[config.mk]
export PLATFORM = sky130hd
export DESIGN_NAME = psma_clamp
export DESIGN_NICKNAME = d
export VERILOG_FILES = /design/src/rtl/core/psma_pkg.sv /design/src/rtl/core/psma_clamp.sv
export SDC_FILE = /design/constraint.sdc
export NUM_CORES = 1
export LEC_CHECK = 0
export BUFFER_PORTS_ARGS = -buffer_cell sky130_fd_sc_hd__buf_2
export CORE_MARGIN = 2
export CORE_UTILIZATION = 50
export DETAILED_ROUTE_END_ITERATION = 6
export PLACE_DENSITY = 0.74
export SETUP_SLACK_MARGIN = 0.4
export SKIP_LAST_GASP = 1
export SLEW_MARGIN = 30
export SYNTH_ARGS = -nofsm -noshare
export SYNTH_HDL_FRONTEND = slang
export SYNTH_SLANG_ARGS = --single-unit
export TNS_END_PERCENT = 50
[constraint.sdc]
create_clock -name vclk -period 53.2
set_clock_uncertainty 0.1 [all_clocks]
set_input_delay 15.96 -clock vclk [all_inputs]
set_output_delay 15.96 -clock vclk [all_outputs]
set_load 0.01 [all_outputs]
[src/rtl/core/psma_pkg.sv]
// ----------------------------------------------------------------------------
// psma_pkg: shared types and constants for the pose slew limiter / averager
// Holds field widths, register codes, the pose struct and the table of
// reciprocals that the mean unit uses to divide by the history length.
// ----------------------------------------------------------------------------
package psma_pkg;

    localparam int DATA_W     = 32;   // position fields, Q16.16
    localparam int QUAT_W     = 16;   // quaternion fields, Q1.14
    localparam int STEP_W     = 31;   // step limit registers
    localparam int TDATA_W    = 160;  // 3 x 32 + 4 x 16
    localparam int QUATS_W    = 4 * QUAT_W;
    localparam int CFG_IDX_W  = 2;
    localparam int CFG_DATA_W = 32;

    // Divider: magnitude width, reciprocal width and operand split
    localparam int ABS_W      = 36;   // |sum| of up to 16 entries
    localparam int RECIP_W    = 40;
    localparam int RECIP_SH   = 40;   // reciprocal scale 2^40
    localparam int SPLIT_A    = 18;   // low half of the magnitude
    localparam int SPLIT_M    = 20;   // low half of the reciprocal
    localparam int PP_W       = (ABS_W - SPLIT_A) + (RECIP_W - SPLIT_M);
    localparam int PROD_W     = ABS_W + RECIP_W;
    localparam int NIDX_W     = 5;    // count index into the reciprocal table

    // Output queue
    localparam int FIFO_DEPTH = 8;

    // Register reset values
    localparam logic [STEP_W-1:0]        STEP_XY_RST = 31'd65536;
    localparam logic [STEP_W-1:0]        STEP_Z_RST  = 31'd16384;
    localparam logic signed [DATA_W-1:0] GATE_RST    = 32'sd262144;

    // Register indexes of the configuration port
    typedef enum logic [CFG_IDX_W-1:0] {
        CFG_STEP_XY = 2'd0,
        CFG_STEP_Z  = 2'd1,
        CFG_GATE    = 2'd2
    } t_cfg_idx;

    // One stored pose
    typedef struct packed {
        logic signed [DATA_W-1:0] z;
        logic signed [DATA_W-1:0] y;
        logic signed [DATA_W-1:0] x;
    } t_pos;

    // ceil(2^40 / n); a count below two never reaches the divider
    function automatic logic [RECIP_W-1:0] psma_recip(input logic [NIDX_W-1:0] n);
        logic [RECIP_W-1:0] r;
        begin
            case (n)
                5'd2:    r = 40'd549755813888;
                5'd3:    r = 40'd366503875926;
                5'd4:    r = 40'd274877906944;
                5'd5:    r = 40'd219902325556;
                5'd6:    r = 40'd183251937963;
                5'd7:    r = 40'd157073089683;
                5'd8:    r = 40'd137438953472;
                5'd9:    r = 40'd122167958642;
                5'd10:   r = 40'd109951162778;
                5'd11:   r = 40'd99955602526;
                5'd12:   r = 40'd91625968982;
                5'd13:   r = 40'd84577817522;
                5'd14:   r = 40'd78536544842;
                5'd15:   r = 40'd73300775186;
                5'd16:   r = 40'd68719476736;
                default: r = '0;
            endcase
            return r;
        end
    endfunction

endpackage

[src/rtl/core/psma_clamp.sv]
// ----------------------------------------------------------------------------
// psma_clamp: step limiter for one axis
// Bounds a measurement to newest +/- step, with both bounds saturated at the
// signed 32-bit range.
// ----------------------------------------------------------------------------
module psma_clamp
    import psma_pkg::*;
(
    input  logic signed [DATA_W-1:0] i_meas,
    input  logic signed [DATA_W-1:0] i_last,
    input  logic        [STEP_W-1:0] i_step,
    output logic signed [DATA_W-1:0] o_clamped
);

    localparam int EXT_W = DATA_W + 2;
    localparam logic signed [EXT_W-1:0] LIM_MIN = -(EXT_W'(64'sd2147483648));
    localparam logic signed [EXT_W-1:0] LIM_MAX = EXT_W'(64'sd2147483647);

    logic signed [EXT_W-1:0] w_last;
    logic signed [EXT_W-1:0] w_step;
    logic signed [EXT_W-1:0] w_meas;
    logic signed [EXT_W-1:0] w_lo;
    logic signed [EXT_W-1:0] w_hi;
    logic signed [EXT_W-1:0] w_lo_sat;
    logic signed [EXT_W-1:0] w_hi_sat;
    logic signed [EXT_W-1:0] w_val;

    // Form saturated bounds, then clamp from above and below
    always_comb begin
        w_last   = EXT_W'(i_last);
        w_meas   = EXT_W'(i_meas);
        w_step   = signed'({{(EXT_W-STEP_W){1'b0}}, i_step});
        w_lo     = w_last - w_step;
        w_hi     = w_last + w_step;
        w_lo_sat = (w_lo < LIM_MIN) ? LIM_MIN : w_lo;
        w_hi_sat = (w_hi > LIM_MAX) ? LIM_MAX : w_hi;
        w_val    = (w_meas > w_hi_sat) ? w_hi_sat : w_meas;
        if (w_val < w_lo_sat) begin
            w_val = w_lo_sat;
        end
    end

    assign o_clamped = w_val[DATA_W-1:0];

endmodule

==> run_results.csv <==
group,metric,value,unit
floorplanning,die_y,117,um
synthesis,syn_area_per_cell,6.55,sq um
synthesis,netlist_top_cells_area,"ha_1, a21oi_1, xnor2_1, nor2_1, inv_1",
synthesis,synth_top_cell_area_share,0.253,
route,via_per_inst,5.97,
sta,slew_headroom,0.448,
clock_network,postCtsSetupRepairBufs,0,
worst_setup_path,start_kind,"input port",
global_routing,busiest_layer,"met2",
global_routing,use_met2,0.462,
route,remaining_drc_errors,0,
final_layout,antenna_cells,0,
floorplanning,dieArea,13600,sq um
final_layout,nClkBuffers,0,
worst_setup_path,cp-startpoint,"i_step[0]",
synthesis,yosysTopAreaCell,"ha_1",
worst_setup_path,critical_path_class,"input port to output pin",
global_routing,grt_pass1_vias,6523,
route,drtPass1Iterations,6,
global_routing,grtUsageMet3,0.0239,
synthesis,post-synth-top-count-cell,"ha_1",
synthesis,synthCells,968,
synthesis,synthTopCellsByCount,"ha_1, nor2_1, a21oi_1",
placed_design,dpl.hpwl,16700,um
status,status,"finished clean",
final_layout,fillers,1356,
placed_design,io_buffers,127,
synthesis,synthMuxAreaShare,0.0288,
route,vias,7272,
worst_setup_path,arrival,25.69,ns
floorplanning,dieWidth,117,um
hold_path,hp-class,"input port to output pin",
worst_setup_path,max_stage_delay,0.66,ns
sta,fin_crit_sh,0.785,
final_layout,syn_to_final_growth,10.3,%
global_routing,grtUsageMet1,0.413,
synthesis,ys_warn_count,0,
sta,worst_slew_pin_slew,0.828,ns
global_routing,grt_start_max_net_pins,51,
placed_design,post-place-ws,11.26,ns
floorplanning,pin_count,127,
worst_setup_path,critPathSlowestCell,"a31oi_4",
synthesis,synthAdderAreaFrac,0.259,
synthesis,synth-simple-area-share,0.269,
placed_design,gp_congestion,0.963,
final_layout,layout.cells.non_filler,1219,
clock_network,cts_resized,0,
synthesis,synth-xor-area-share,0.0691,
global_routing,antenna_found_initial,0,
synthesis,yosysSeqAreaShare,0,
final_layout,nFlopsAndLatches,0,
clock_network,holdBufCountCts,0,
floorplanning,rows,41,
power_and_ir_drop,p_per_area,22.9,nW/um^2
final_layout,design_area,6990,sq um
placed_design,dpl-instance-area,6990,sq um
final_layout,postLayoutCoreUtil,0.559,
power_and_ir_drop,power.total,160,uW
power_and_ir_drop,peakVddDrop,11.0,uV
route,wl_per_cell,16.2,um
synthesis,synth_area,6340,sq um
sta,tns,0,ns
flow_run,maxCapViolCount,0,
sta,fin_crit,41.75,ns
floorplanning,initial_core_util,0.506,
worst_setup_path,cp.required,37.14,ns
sta,slew_violations,0,
final_layout,drive_gt1_frac,0.149,
global_routing,grt_overflow,0,
sta,hold_slack,32.26,ns
power_and_ir_drop,leakagePower,3.27,nW
route,drtIter0Drc,686,
hold_path,hp-start,"i_meas[3]",
global_routing,grt_use_total,0.285,
worst_setup_path,cp-end-kind,"output pin",
placed_design,dp.cells,1219,
worst_setup_path,path_max_fanout,50,
final_layout,nets,1274,
final_layout,regArea,0,sq um
sta,rsz0062_at_grt,"false",
route,wl,19800,um
sta,setup_ws,11.45,ns
global_routing,grt_pass1_wl,31700,um
synthesis,synth-compound-area-share,0.283,
synthesis,synth_top_family_by_area,"compound AO/OA/AOI/OAI gates",
floorplanning,core_area,12500,sq um
route,detail-route-antenna-nets,0,
sta,finalSetupViolCount,0,
sta,max_freq,23.9,MHz
synthesis,synth_cell_types,72,
sta,hold_viol_final,0,
final_layout,multi_input_area,5780,sq um
synthesis,syn-num-nets,1193,
[cells by family after synthesis]
family,after synthesis
simple gates,348
compound gates,281
buf+inv,141
fa+ha+maj,130
xor+xnor,50
mux,18
[critical path, delay by kind of cell]
| kind | cells | cell delay [ns] |
|---|---|---|
| adder cells (fa/ha/maj) | 5 | 1.69 |
| multiplexers | 1 | 0.41 |
| AO/OA/AOI/OAI | 11 | 2.45 |
| buffers and inverters | 6 | 1.33 |
| XOR/XNOR | 1 | 0.21 |
| AND/OR/NAND/NOR | 16 | 3.59 |
[power breakdown]
part,internal [mW],leakage (nW),switching [mW]
Sequential,0,0,0
Clock,0,0,0
Combinational,0.0637,3.27,0.0967
Total,0.0637,3.27,0.0967
[layout by cell type (no fill, tap or decap), drive strengths merged, types with 6 or more instances in the layout]
cell type	count
buf	129
ha	128
nor2	102
a21oi	97
inv	91
nand2	76
o21ai	53
xnor2	45
nand3	36
nor2b	30
nor3	27
nand2b	21
o22ai	19
mux2i	16
nor4	16
a211oi	14
o31ai	14
nand4	12
a31oi	12
o211ai	11
o21bai	10
a21o	9
a31o	8
or3	6
[cell type report]
type                            instances  area share
Inverter                               91      0.0489
Tap cell                              172      0.0308
Timing Repair Buffer                  129      0.0931
Multi-Input combinational cell        827       0.827
[final timing paths]
path,end,cells past startpoint
hold / removal,o_clamped[3],4
setup / recovery,o_clamped[1],40
[routing by layer]
| layer | vias up | part of all wire | routed length [um] |
|---|---|---|---|
| met5 | - | 0 | 0 |
| met4 | 0 | 0.020 | 400 |
| met3 | 34 | 0.080 | 1580 |
| met2 | 294 | 0.43 | 8450 |
| met1 | 3318 | 0.47 | 9380 |
| li1 | 3626 | - | - |
No activity file was read; power rests on OpenSTA's default activity.
