[src/rtl/core/psma_pkg.sv]
// ----------------------------------------------------------------------------
// psma_pkg: shared types and constants for the pose slew limiter / averager
// Holds field widths, register codes, the pose struct and the table of
// reciprocals that the mean unit uses to divide by the history length.
// ----------------------------------------------------------------------------
package psma_pkg;

    localparam int DATA_W     = 32;   // position fields, Q16.16
    localparam int QUAT_W     = 16;   // quaternion fields, Q1.14
    localparam int STEP_W     = 31;   // step limit registers
    localparam int TDATA_W    = 160;  // 3 x 32 + 4 x 16
    localparam int QUATS_W    = 4 * QUAT_W;
    localparam int CFG_IDX_W  = 2;
    localparam int CFG_DATA_W = 32;

    // Divider: magnitude width, reciprocal width and operand split
    localparam int ABS_W      = 36;   // |sum| of up to 16 entries
    localparam int RECIP_W    = 40;
    localparam int RECIP_SH   = 40;   // reciprocal scale 2^40
    localparam int SPLIT_A    = 18;   // low half of the magnitude
    localparam int SPLIT_M    = 20;   // low half of the reciprocal
    localparam int PP_W       = (ABS_W - SPLIT_A) + (RECIP_W - SPLIT_M);
    localparam int PROD_W     = ABS_W + RECIP_W;
    localparam int NIDX_W     = 5;    // count index into the reciprocal table

    // Output queue
    localparam int FIFO_DEPTH = 8;

    // Register reset values
    localparam logic [STEP_W-1:0]        STEP_XY_RST = 31'd65536;
    localparam logic [STEP_W-1:0]        STEP_Z_RST  = 31'd16384;
    localparam logic signed [DATA_W-1:0] GATE_RST    = 32'sd262144;

    // Register indexes of the configuration port
    typedef enum logic [CFG_IDX_W-1:0] {
        CFG_STEP_XY = 2'd0,
        CFG_STEP_Z  = 2'd1,
        CFG_GATE    = 2'd2
    } t_cfg_idx;

    // One stored pose
    typedef struct packed {
        logic signed [DATA_W-1:0] z;
        logic signed [DATA_W-1:0] y;
        logic signed [DATA_W-1:0] x;
    } t_pos;

    // ceil(2^40 / n); a count below two never reaches the divider
    function automatic logic [RECIP_W-1:0] psma_recip(input logic [NIDX_W-1:0] n);
        logic [RECIP_W-1:0] r;
        begin
            case (n)
                5'd2:    r = 40'd549755813888;
                5'd3:    r = 40'd366503875926;
                5'd4:    r = 40'd274877906944;
                5'd5:    r = 40'd219902325556;
                5'd6:    r = 40'd183251937963;
                5'd7:    r = 40'd157073089683;
                5'd8:    r = 40'd137438953472;
                5'd9:    r = 40'd122167958642;
                5'd10:   r = 40'd109951162778;
                5'd11:   r = 40'd99955602526;
                5'd12:   r = 40'd91625968982;
                5'd13:   r = 40'd84577817522;
                5'd14:   r = 40'd78536544842;
                5'd15:   r = 40'd73300775186;
                5'd16:   r = 40'd68719476736;
                default: r = '0;
            endcase
            return r;
        end
    endfunction

endpackage

[src/rtl/core/psma_cell.sv]
// ----------------------------------------------------------------------------
// psma_cell: one entry of the pose history
// Holds one stored pose and passes it to the next cell on every push, so a
// row of cells forms the newest-first history.
// ----------------------------------------------------------------------------
module psma_cell
    import psma_pkg::*;
(
    input  logic i_clk,
    input  logic i_rst_n,
    input  logic i_shift,
    input  t_pos i_pos,
    output t_pos o_pos
);

    t_pos r_pos;

    // Take the neighbor's pose on a push; history starts all zero
    always_ff @(posedge i_clk) begin
        if (!i_rst_n) begin
            r_pos <= '0;
        end else if (i_shift) begin
            r_pos <= i_pos;
        end
    end

    assign o_pos = r_pos;

endmodule

[config.mk]
export PLATFORM = sky130hd
export DESIGN_NAME = psma_cell
export DESIGN_NICKNAME = d
export VERILOG_FILES = /design/src/rtl/core/psma_pkg.sv /design/src/rtl/core/psma_cell.sv
export SDC_FILE = /design/constraint.sdc
export NUM_CORES = 1
export LEC_CHECK = 0
export BUFFER_PORTS_ARGS = -buffer_cell sky130_fd_sc_hd__buf_2
export CORE_MARGIN = 2
export CORE_UTILIZATION = 35
export CTS_CLUSTER_DIAMETER = 40
export DETAILED_ROUTE_END_ITERATION = 8
export PLACE_DENSITY_LB_ADDON = 0.25
export SLEW_MARGIN = 10
export SYNTH_ARGS = -nofsm -noshare
export SYNTH_HDL_FRONTEND = slang
export SYNTH_SLANG_ARGS = --single-unit
[constraint.sdc]
create_clock -name i_clk -period 3.1 [get_ports i_clk]
set_clock_uncertainty 0.2 [all_clocks]
set_input_delay 0.31 -clock i_clk [delete_from_list [all_inputs] [get_ports i_clk]]
set_output_delay 0.31 -clock i_clk [all_outputs]
set_load 0.02 [all_outputs]
==> summary.txt <==
Floorplan
  • Chip Height: between 100 and 150 um
  • Die area: 0.0113 mm2
  • Boundary pin count: between 150 and 200
  • Std-Cell Core Area: approximately 0.010 mm2
  • Chip width: 106 um
  • Num rows: 37
  • Initial core utilization: between 30% and 40%

Timing
  • Slew headroom: about three fifths
  • Worst hold margin: about 0.013 ns
  • Slew @ Worst Pin: approximately 0.63 ns
  • Count of final hold-check violations: 0
  • Fin crit share: between 40% and 50%
  • RSZ-0062 raised after global routing: no
  • Fmax: approximately 660 MHz
  • TNS Setup: 0 ns
  • Final setup violation count: 0
  • Final Critical Period: between 1.5 and 2 ns
  • Slew Viols, Final: 0

Power
  • P_int: 1.94 mW
  • Part of the power in registers: roughly half
  • Clock power share: between 30% and 40%
  • Net Sw Power: 0.687 mW
  • Switching share of total power: roughly a quarter
  • Pwr Total: about 2.6 mW
  • Comb pwr share: 17.1%
  • Pleak: between 2 and 3 nW
  • Maximum vdd drop: approximately 0.21 mV
  • Power per cell area: approximately 500 mW/mm2

Clock tree
  • CTS root buffer: clkbuf_8
  • Postcts setup bufs: 0
  • H-tree depth reported by CTS: 3
  • Clock Path Buffers: 2
  • TritonCTS Sinks: 96
  • TritonCTS buffer count: 9
  • Worst skew pair latency: approximately 0.35 ns
  • Clock slew at reported path FFs: around 0.090 ns
  • CTS tree: yes

Critical path
  • RR Endpoint: o_pos[94]
  • Worst flop-to-flop path startpoint: o_pos[94]
  • CP arrival: 1.55 ns
  • Cell mode on critical path: buf_4
  • Buffer and inverter count on the worst path: 2
  • Crit-path leading delay family: buffers and inverters
  • Slowest-stage cell, CP: buf_4
  • Worst path cell trace: buf_4 > buf_4 > mux2i_1 > nor2b_1
  • Worst-path maximum fanout: 36
  • Kind of critical path: in2reg
  • Startpoint Class: primary input
  • Critical Path Sink Type: register
  • R2R depth: 2
  • Worst Path Required: 3.14 ns
  • R2R Setup Slk: 2.23 ns
  • Crit-path max cell delay: 0.49 ns

Synth
  • Number of flops mapped to enable cells by yosys: 0
  • Synthesized area per cell: around 12 um2
  • Synth Area in Adders: 0%
  • Main synth FF type: dfxtp_1
  • Top post-synthesis cells by count: dfxtp_1 (96), mux2i_1 (96), nor2b_1 (96), clkbuf_1 (9), buf_4 (6)
  • Ys Warns: 0
  • Synth top area cells: dfxtp_1 (52%), mux2i_1 (26%), nor2b_1 (16%)
  • Fraction of synthesized cell area in xor and xnor cells: 0%
  • Multiplexer area fraction after synthesis: 26.2%
  • Mapped cell area: 0.00366 mm2
  • Post-Synth Simple-Gate Area: 16.4%
  • Synth Area in Compound Gates: 0%
  • Synthesized instance count: a little over 300
  • Register area share after synthesis: a little over half
  • Unique masters post-synth: 8
  • Share of synthesized registers carrying an async set or reset: 0%
  • Post-synth top area share: 52.5%
  • Post-Syn Nets: between 400 and 500
  • Largest family of logic cells by synthesized area: multiplexers
  • Post-synth top area cell: dfxtp_1
  • Seq cells post-synth: 96

Drt
  • Routed WL: about 8500 um
  • Drt via density: 4.29
  • DRT Pass-1 Iters: 4
  • Via Count: slightly below 3k
  • DRC: 0
  • Routed WL per cell: ~13 um
  • Starting DRT DRC Count: between 80 and 90
  • Antenna-violating nets left: 0

Final layout
  • Fin area: ~0.0053 mm2
  • Syn-to-layout area delta: 43.8%
  • FF/Latch Area: around 0.0019 mm2
  • Nets@finish: 635
  • Largest register FFs: 96
  • Antenna diodes: 0
  • Finished Core Util: between 50% and 60%
  • Area of the multi-input gates: approximately 0.0016 mm2
  • Fill cells: 935
  • Layout cell share with drive strength beyond 1: 39.4%

Min path
  • HP Class: in2reg
  • Hold path depth: 3
  • Min-Delay Startpoint: i_pos[85]
  • Worst Hold Path EP: o_pos[85]

Placement
  • Port bufs: about 190
  • GP Congestion: 0.680
  • Post-DP HPWL: 5690 um
  • Placed Instance Area: 0.00467 mm2

Global routing
  • Global-route wire length before repair: 13,100 um
  • Initial antenna violation count: 0
  • Grt total ovfl: 0
  • Tot GR Track Use: between 10% and 20%
  • Pin count of the biggest net entering global routing: 55
  • Vias in the first global route: 2,797

Run status
  • Status: finished clean

Flow run
  • Max-cap violations: 0
power groups by stage:
| stage | clock network, mW | logic [mW] | registers, mW |
|---|---|---|---|
| floorplan | 0 | 0.175 | 1.46 |
| global placement | 0 | 0.407 | 1.37 |
| detailed placement | 0 | 0.415 | 1.37 |
| CTS | 0.879 | 0.446 | 1.34 |
| global route | 0.937 | 0.486 | 1.35 |
| finish | 0.837 | 0.449 | 1.34 |
area by class of cell:
cell class	instances	area share (%)
Timing Repair Buffer	237	26.7
Multi-Input combinational cell	192	29.7
Clock buffer	11	2.88
Clock inverter	4	1.02
Sequential cell	96	36.5
Tap cell	136	3.23
layer usage:
metal | vias up | wire length [um] | GRT usage (%)
met2 | 127 | 4010 | 24.3
met4 | 0 | 47 | 4.79
li1 | 1468 | - | -
met3 | 4 | 775 | 5.89
met5 | - | 0 | 0
met1 | 1303 | 3670 | 17.1
repair_timing:
item | CTS | global route
hold buffers | 32 | 7
endpoints found under the hold margin | 32 | 7
resized for setup | 0 | 0
placed cells by master, fill, tap and decap left out:
cell,netlist,routed
clkinv_4,0,1
buf_2,0,193
dlygate4sd3_1,0,39
nor2b_1,96,96
mux2i_1,96,96
dfxtp_1,96,96
clkbuf_8,0,11
clkinvlp_4,0,2
buf_12,4,1
buf_4,6,4
bufinv_16,0,1
worst max-delay path by stage:
stage | from | endpoint | slack, ns | depth (start not counted)
CTS | i_shift | o_pos[74] | 1.58 | 4
finish | i_shift | o_pos[74] | 1.59 | 4
global placement | i_shift | o_pos[53] | 1.23 | 4
detailed placement | i_shift | o_pos[74] | 1.20 | 4
floorplan | i_shift | o_pos[53] | 1.84 | 5
global route | i_shift | o_pos[62] | 1.51 | 4
through the flow:
stage,worst slack [ns],instances
final,1.59,676
after global routing,1.51,676
after floorplan,1.84,309
after global placement,1.23,622
after CTS,1.58,669
after detailed placement,1.20,622
cells by family (layout without fill, tap and decap cells):
| kind of cell | Yosys count | in the layout |
|---|---|---|
| flip-flops | 96 | 96 |
| buffers and inverters | 21 | 252 |
| AND/OR/NAND/NOR | 96 | 96 |
| multiplexers | 96 | 96 |
worst reg2reg max path: cells and delay by family, from the launching register on:
family,cells,cell delay (ns)
DFF,1,0.33
muxes,1,0.17
and+or+nand+nor,1,0.06
No activity file was read; power rests on OpenSTA's default activity.
