## src/rtl/core/psma_pkg.sv

```systemverilog
// ----------------------------------------------------------------------------
// psma_pkg: shared types and constants for the pose slew limiter / averager
// Holds field widths, register codes, the pose struct and the table of
// reciprocals that the mean unit uses to divide by the history length.
// ----------------------------------------------------------------------------
package psma_pkg;

    localparam int DATA_W     = 32;   // position fields, Q16.16
    localparam int QUAT_W     = 16;   // quaternion fields, Q1.14
    localparam int STEP_W     = 31;   // step limit registers
    localparam int TDATA_W    = 160;  // 3 x 32 + 4 x 16
    localparam int QUATS_W    = 4 * QUAT_W;
    localparam int CFG_IDX_W  = 2;
    localparam int CFG_DATA_W = 32;

    // Divider: magnitude width, reciprocal width and operand split
    localparam int ABS_W      = 36;   // |sum| of up to 16 entries
    localparam int RECIP_W    = 40;
    localparam int RECIP_SH   = 40;   // reciprocal scale 2^40
    localparam int SPLIT_A    = 18;   // low half of the magnitude
    localparam int SPLIT_M    = 20;   // low half of the reciprocal
    localparam int PP_W       = (ABS_W - SPLIT_A) + (RECIP_W - SPLIT_M);
    localparam int PROD_W     = ABS_W + RECIP_W;
    localparam int NIDX_W     = 5;    // count index into the reciprocal table

    // Output queue
    localparam int FIFO_DEPTH = 8;

    // Register reset values
    localparam logic [STEP_W-1:0]        STEP_XY_RST = 31'd65536;
    localparam logic [STEP_W-1:0]        STEP_Z_RST  = 31'd16384;
    localparam logic signed [DATA_W-1:0] GATE_RST    = 32'sd262144;

    // Register indexes of the configuration port
    typedef enum logic [CFG_IDX_W-1:0] {
        CFG_STEP_XY = 2'd0,
        CFG_STEP_Z  = 2'd1,
        CFG_GATE    = 2'd2
    } t_cfg_idx;

    // One stored pose
    typedef struct packed {
        logic signed [DATA_W-1:0] z;
        logic signed [DATA_W-1:0] y;
        logic signed [DATA_W-1:0] x;
    } t_pos;

    // ceil(2^40 / n); a count below two never reaches the divider
    function automatic logic [RECIP_W-1:0] psma_recip(input logic [NIDX_W-1:0] n);
        logic [RECIP_W-1:0] r;
        begin
            case (n)
                5'd2:    r = 40'd549755813888;
                5'd3:    r = 40'd366503875926;
                5'd4:    r = 40'd274877906944;
                5'd5:    r = 40'd219902325556;
                5'd6:    r = 40'd183251937963;
                5'd7:    r = 40'd157073089683;
                5'd8:    r = 40'd137438953472;
                5'd9:    r = 40'd122167958642;
                5'd10:   r = 40'd109951162778;
                5'd11:   r = 40'd99955602526;
                5'd12:   r = 40'd91625968982;
                5'd13:   r = 40'd84577817522;
                5'd14:   r = 40'd78536544842;
                5'd15:   r = 40'd73300775186;
                5'd16:   r = 40'd68719476736;
                default: r = '0;
            endcase
            return r;
        end
    endfunction

endpackage

```

## src/rtl/core/psma_mean.sv

```systemverilog
// ----------------------------------------------------------------------------
// psma_mean: running window sum and mean for one axis
// Keeps the sum of all history cells, then divides it by the entry count
// through a reciprocal multiply split into four partial products.
// Registered in turn: sum, magnitude, partial products, quotient, result.
// ----------------------------------------------------------------------------
module psma_mean
    import psma_pkg::*;
#(
    parameter int WINDOW_DEPTH = 5
) (
    input  logic                             i_clk,
    input  logic                             i_rst_n,
    input  logic                             i_upd,
    input  logic signed [DATA_W-1:0]         i_new,
    input  logic signed [DATA_W-1:0]         i_old,
    input  logic [$clog2(WINDOW_DEPTH+1)-1:0] i_cnt,
    output logic signed [DATA_W-1:0]         o_avg
);

    localparam int CNT_W = $clog2(WINDOW_DEPTH + 1);
    localparam int SUM_W = DATA_W + $clog2(WINDOW_DEPTH);

    logic signed [SUM_W-1:0] r_sum;
    logic signed [SUM_W-1:0] n_sum;
    logic [CNT_W-1:0]        r_cnt;

    logic [ABS_W:0]          w_ext;
    logic [ABS_W:0]          w_neg;
    logic [ABS_W-1:0]        r_mag;
    logic [RECIP_W-1:0]      r_recip;
    logic                    r_sgn_a;

    logic [PP_W-1:0]         r_pp11;
    logic [PP_W-1:0]         r_pp10;
    logic [PP_W-1:0]         r_pp01;
    logic [PP_W-1:0]         r_pp00;
    logic                    r_sgn_b;

    logic [PROD_W-1:0]       w_prod;
    logic [DATA_W-1:0]       r_quo;
    logic                    r_sgn_c;

    logic signed [DATA_W-1:0] r_avg;

    // Add the newest entry and drop the one that leaves the last cell
    assign n_sum = r_sum + SUM_W'(i_new) - SUM_W'(i_old);

    always_ff @(posedge i_clk) begin
        if (!i_rst_n) begin
            r_sum <= '0;
        end else if (i_upd) begin
            r_sum <= n_sum;
        end
    end

    always_ff @(posedge i_clk) begin
        if (i_upd) begin
            r_cnt <= i_cnt;
        end
    end

    // Split into sign and magnitude, look up the reciprocal
    assign w_ext = (ABS_W+1)'(r_sum);
    assign w_neg = -w_ext;

    always_ff @(posedge i_clk) begin
        r_sgn_a <= r_sum[SUM_W-1];
        r_mag   <= r_sum[SUM_W-1] ? w_neg[ABS_W-1:0] : w_ext[ABS_W-1:0];
        r_recip <= psma_recip(NIDX_W'(r_cnt));
    end

    // Four partial products of the reciprocal multiply
    always_ff @(posedge i_clk) begin
        r_pp11  <= PP_W'(r_mag[ABS_W-1:SPLIT_A]) * PP_W'(r_recip[RECIP_W-1:SPLIT_M]);
        r_pp10  <= PP_W'(r_mag[ABS_W-1:SPLIT_A]) * PP_W'(r_recip[SPLIT_M-1:0]);
        r_pp01  <= PP_W'(r_mag[SPLIT_A-1:0]) * PP_W'(r_recip[RECIP_W-1:SPLIT_M]);
        r_pp00  <= PP_W'(r_mag[SPLIT_A-1:0]) * PP_W'(r_recip[SPLIT_M-1:0]);
        r_sgn_b <= r_sgn_a;
    end

    // Sum the partial products and keep the integer quotient
    assign w_prod = (PROD_W'(r_pp11) << (SPLIT_A + SPLIT_M))
                  + (PROD_W'(r_pp10) << SPLIT_A)
                  + (PROD_W'(r_pp01) << SPLIT_M)
                  + PROD_W'(r_pp00);

    always_ff @(posedge i_clk) begin
        r_quo   <= w_prod[RECIP_SH +: DATA_W];
        r_sgn_c <= r_sgn_b;
    end

    // Restore the sign: truncation toward zero
    always_ff @(posedge i_clk) begin
        r_avg <= r_sgn_c ? signed'(-r_quo) : signed'(r_quo);
    end

    assign o_avg = r_avg;

endmodule

```

## config.mk

```make
export PLATFORM = sky130hd
export DESIGN_NAME = psma_mean
export DESIGN_NICKNAME = d
export VERILOG_FILES = /design/src/rtl/core/psma_pkg.sv /design/src/rtl/core/psma_mean.sv
export SDC_FILE = /design/constraint.sdc
export NUM_CORES = 2
export LEC_CHECK = 0
export ABC_AREA = 0
export ABC_CLOCK_PERIOD_IN_PS = 6080
export BUFFER_PORTS_ARGS = -buffer_cell sky130_fd_sc_hd__buf_2
export CAP_MARGIN = 20
export CORE_UTILIZATION = 30
export CTS_CLUSTER_SIZE = 30
export DETAILED_ROUTE_END_ITERATION = 12
export HOLD_SLACK_MARGIN = 0.06
export PLACE_DENSITY_LB_ADDON = 0.1
export SYNTH_ARGS = -nofsm -noshare
export SYNTH_HDL_FRONTEND = slang
export SYNTH_SLANG_ARGS = --single-unit
```

## constraint.sdc

```tcl
create_clock -name i_clk -period 6.08 [get_ports i_clk]
set_input_delay 0.304 -clock i_clk [delete_from_list [all_inputs] [get_ports i_clk]]
set_output_delay 0.304 -clock i_clk [all_outputs]
set_load 0.03 [all_outputs]
```

==> summary.md <==
| Metric | Value |
|---|---|
| Outcome | finished, violations left |
| Violated checks | setup timing |
| Finished Cell Area | between 0.05 and 0.06 sq mm |
| Vias | 34.9k |
| Net count reported at finish | 7,324 |
| Reg2reg start | r_recip[35] |
| Worst path arrival time | 6.93 ns |
| CP Launch Point | r_recip[35] |
| WL final | 170,000 microns |
| Share of cells above drive strength 1 | 0.284 |
| Worst Setup End Kind | flip-flop |
| Non-Filler Instances | approximately 7.9k |
| Post-synth EDFFs | 3 |
| # clock sinks | 282 |
| Bufs on Longest Clock Path | 3 |
| Min cycle time layout | 6.43 ns |
| Top-Level Pins | 102 |
| Clock Tree Root | clkbuf_16 |
| Max Cap Violations | 0 |
| Fin Setup TNS | -5.72 ns |
| Remaining DRCs | 0 |
| Sequential fraction of the synthesis area | 0.124 |
| Vias in the first global route | 36.9k |
| Worst Setup Start Kind | flip-flop |
| Die footprint | between 0.15 and 0.2 sq mm |
| Fin. Hold Viols | 0 |
| Dpl cell area | 0.0552 sq mm |
| Hold path start | i_new[0] |
| Die width | 392 microns |
| Most frequent cells in the layout | inv_1 (1,258), buf_4 (853), fa_1 (744) |
| # port buffers | about 100 |
| Synthesized area per cell | 9.38 sq um |
| Hold Crit Class | primary input to flip-flop |
| Least-Margin Pin Slew | 1.07 ns |
| Initial antenna violation count | 3 |
| RSZ-0062 raised after global routing | true |
| Area growth, synth to finish | 30.9% |
| DP HPWL | 152,000 microns |
| Largest net degree at the start of global routing | 55 |
| Htree depth | 2 |
| Syn Inst Count | 4,875 |
| TritonCTS buffer count | 38 |
| Via density | between 4 and 5 |
| Final Max Tran Viols | 0 |
| Count of warnings emitted by yosys | 0 |
| Critical path class | flip-flop to flip-flop |
| DR WL/cell | 21.5 microns |
| DRT Pass-1 Iters | 5 |
| Synth Net Count | 6,340 |
| Synth Flop Type | dfxtp_1 |
| Netlist cell types | 74 |
| Post-route ant nets | 0 |
| Grt ovf | 0 |
| Post-synth ARST share | 0 |
| Initial Util | 0.304 |
| Pre-CTS setup slack | -0.629 ns |
| Yosys reg bits | 282 |
| Mapped Area | approximately 0.046 sq mm |
| Period utilization | 1.06 |
| Fillcell total | 15.5k |
| First-pass GRT wire length | approximately 250,000 microns |
| Site row count | around 140 |
| Final setup margin | -0.351 ns |
| Clock Skew | between 0.015 and 0.02 ns |
| GP Congestion | between 0.9 and 1 |
| Die height | between 300 and 400 microns |
| Max FO, Critical Path | 8 |
| Max-slew headroom | 0.283 |
| GR Util All Layers | 0.222 |
| Clock Latency Late Sink | between 0.6 and 0.7 ns |
| Most common cell after layout, fill and taps aside | inv_1 |
| CTS clock-pin slew for the worst setup and hold paths | 0.06 ns |
| First DRT Iteration DRCs | 2,057 |
| Placed Instances | 7,745 |
| Critical Path RT | between 6 and 7 ns |
| CTS tree | yes |
| Fmax | ~160 MHz |
| CORE AREA | 0.151 sq mm |
| Final setup fails | 40 |
## metal layers
layer  vias up  track usage  part of all wire
li1      16800            -                 -
met2       764        0.328              0.42
met1     17300        0.340              0.51
met5         -            0                 0
met4         0       0.0319             0.014
met3        93       0.0370             0.059
## through the flow
stage | util | hold WS (ns)
6_report | 0.397 | 0.0968
5_1_grt | 0.397 | 0.114
3_3_place_gp | 0.366 | 0.312
3_5_place_dp | 0.366 | 0.312
4_1_cts | 0.386 | 0.0715
2_1_floorplan | - | 0.310
## final cells by class
| type | instances | area (sq um) | share of cell area |
|---|---|---|---|
| antenna | 1 | 2.50 | 0.0000418 |
| clock buffer | 49 | 1060 | 0.0177 |
| clock inverter | 20 | 201 | 0.00336 |
| inverter | 1362 | 5110 | 0.0854 |
| multi-input combinational | 3125 | 36900 | 0.616 |
| sequential | 282 | 5710 | 0.0954 |
| tap | 2016 | 2520 | 0.0421 |
| timing repair buffer | 1050 | 8340 | 0.139 |
## flip-flops by register name (all words and copies together), names as in the netlist
signal   count
r_pp01      38
r_pp10      38
r_mag       36
r_sum       35
r_pp11      34
o_avg       32
r_quo       32
r_pp00      20
r_recip     11
r_cnt        3
r_sgn_a      1
r_sgn_b      1
r_sgn_c      1
## cell usage after synthesis, types with 13 or more instances
| master | count | area share |
|---|---|---|
| a211oi_1 | 16 | 0.0026 |
| a21o_1 | 84 | 0.014 |
| a21oi_1 | 168 | 0.018 |
| a31oi_1 | 24 | 0.0033 |
| and2_1 | 183 | 0.025 |
| and3_1 | 20 | 0.0027 |
| clkbuf_1 | 100 | 0.0082 |
| dfxtp_1 | 279 | 0.12 |
| fa_1 | 857 | 0.38 |
| ha_1 | 538 | 0.15 |
| inv_1 | 1361 | 0.11 |
| mux2i_1 | 20 | 0.0044 |
| nand2_1 | 341 | 0.028 |
| nand2b_1 | 22 | 0.0030 |
| nand3_1 | 44 | 0.0048 |
| nand4_1 | 22 | 0.0030 |
| nor2_1 | 93 | 0.0076 |
| nor2b_1 | 54 | 0.0074 |
| nor3_1 | 18 | 0.0020 |
| o21a_1 | 33 | 0.0054 |
| o21ai_0 | 67 | 0.0073 |
| o21ai_1 | 40 | 0.0044 |
| o21bai_1 | 33 | 0.0054 |
| o31ai_1 | 22 | 0.0036 |
| or4_1 | 13 | 0.0021 |
| xnor2_1 | 201 | 0.038 |
| xor2_1 | 76 | 0.015 |
## path summary, 6_finish.rpt
kind,endpoint,slack [ns],cells past startpoint
worst max-delay path,r_pp10[37],-0.35,22
worst min-delay path,r_sum[0],0.1,4
worst max register to register,r_pp10[37],-0.35,22
worst min register to register,r_sgn_c,0.33,0
## logic make-up after synthesis
group,count (synthesis),synth area share
fa+ha+maj,1397,0.523
other cells,1,0.0000820
xor+xnor,277,0.0530
compound gates,566,0.0800
mux,20,0.00438
simple gates,864,0.0952
buf+inv,1468,0.120
flops,282,0.124
## repair_timing
action                                 4_1_cts  5_1_grt
resized for setup                          340      328
cloned                                       5        2
hold buffers                                 3        0
buffers inserted                            39       60
endpoints found under the hold margin        3        0
pin swaps                                  130      297
setup endpoints to repair                   70       74
## critical path: stages (launching register included)
cell	delay [ns]
dfxtp_4	0.36
clkbuf_16	0.17
clkbuf_16	0.18
buf_6	0.12
and2_4	0.15
buf_6	0.11
fa_1	0.49
buf_6	0.14
fa_2	0.54
fa_1	0.43
fa_1	0.47
fa_1	0.51
fa_2	0.61
ha_4	0.22
o21a_1	0.10
o211ai_1	0.22
a21oi_1	0.14
o31a_1	0.26
a41o_1	0.26
a41o_1	0.24
a221o_1	0.36
a21oi_2	0.13
xnor2_1	0.07
Power is left out: the tool's default activity adds up to more than one toggle a clock period on the data nets, which glitch-free logic cannot reach.
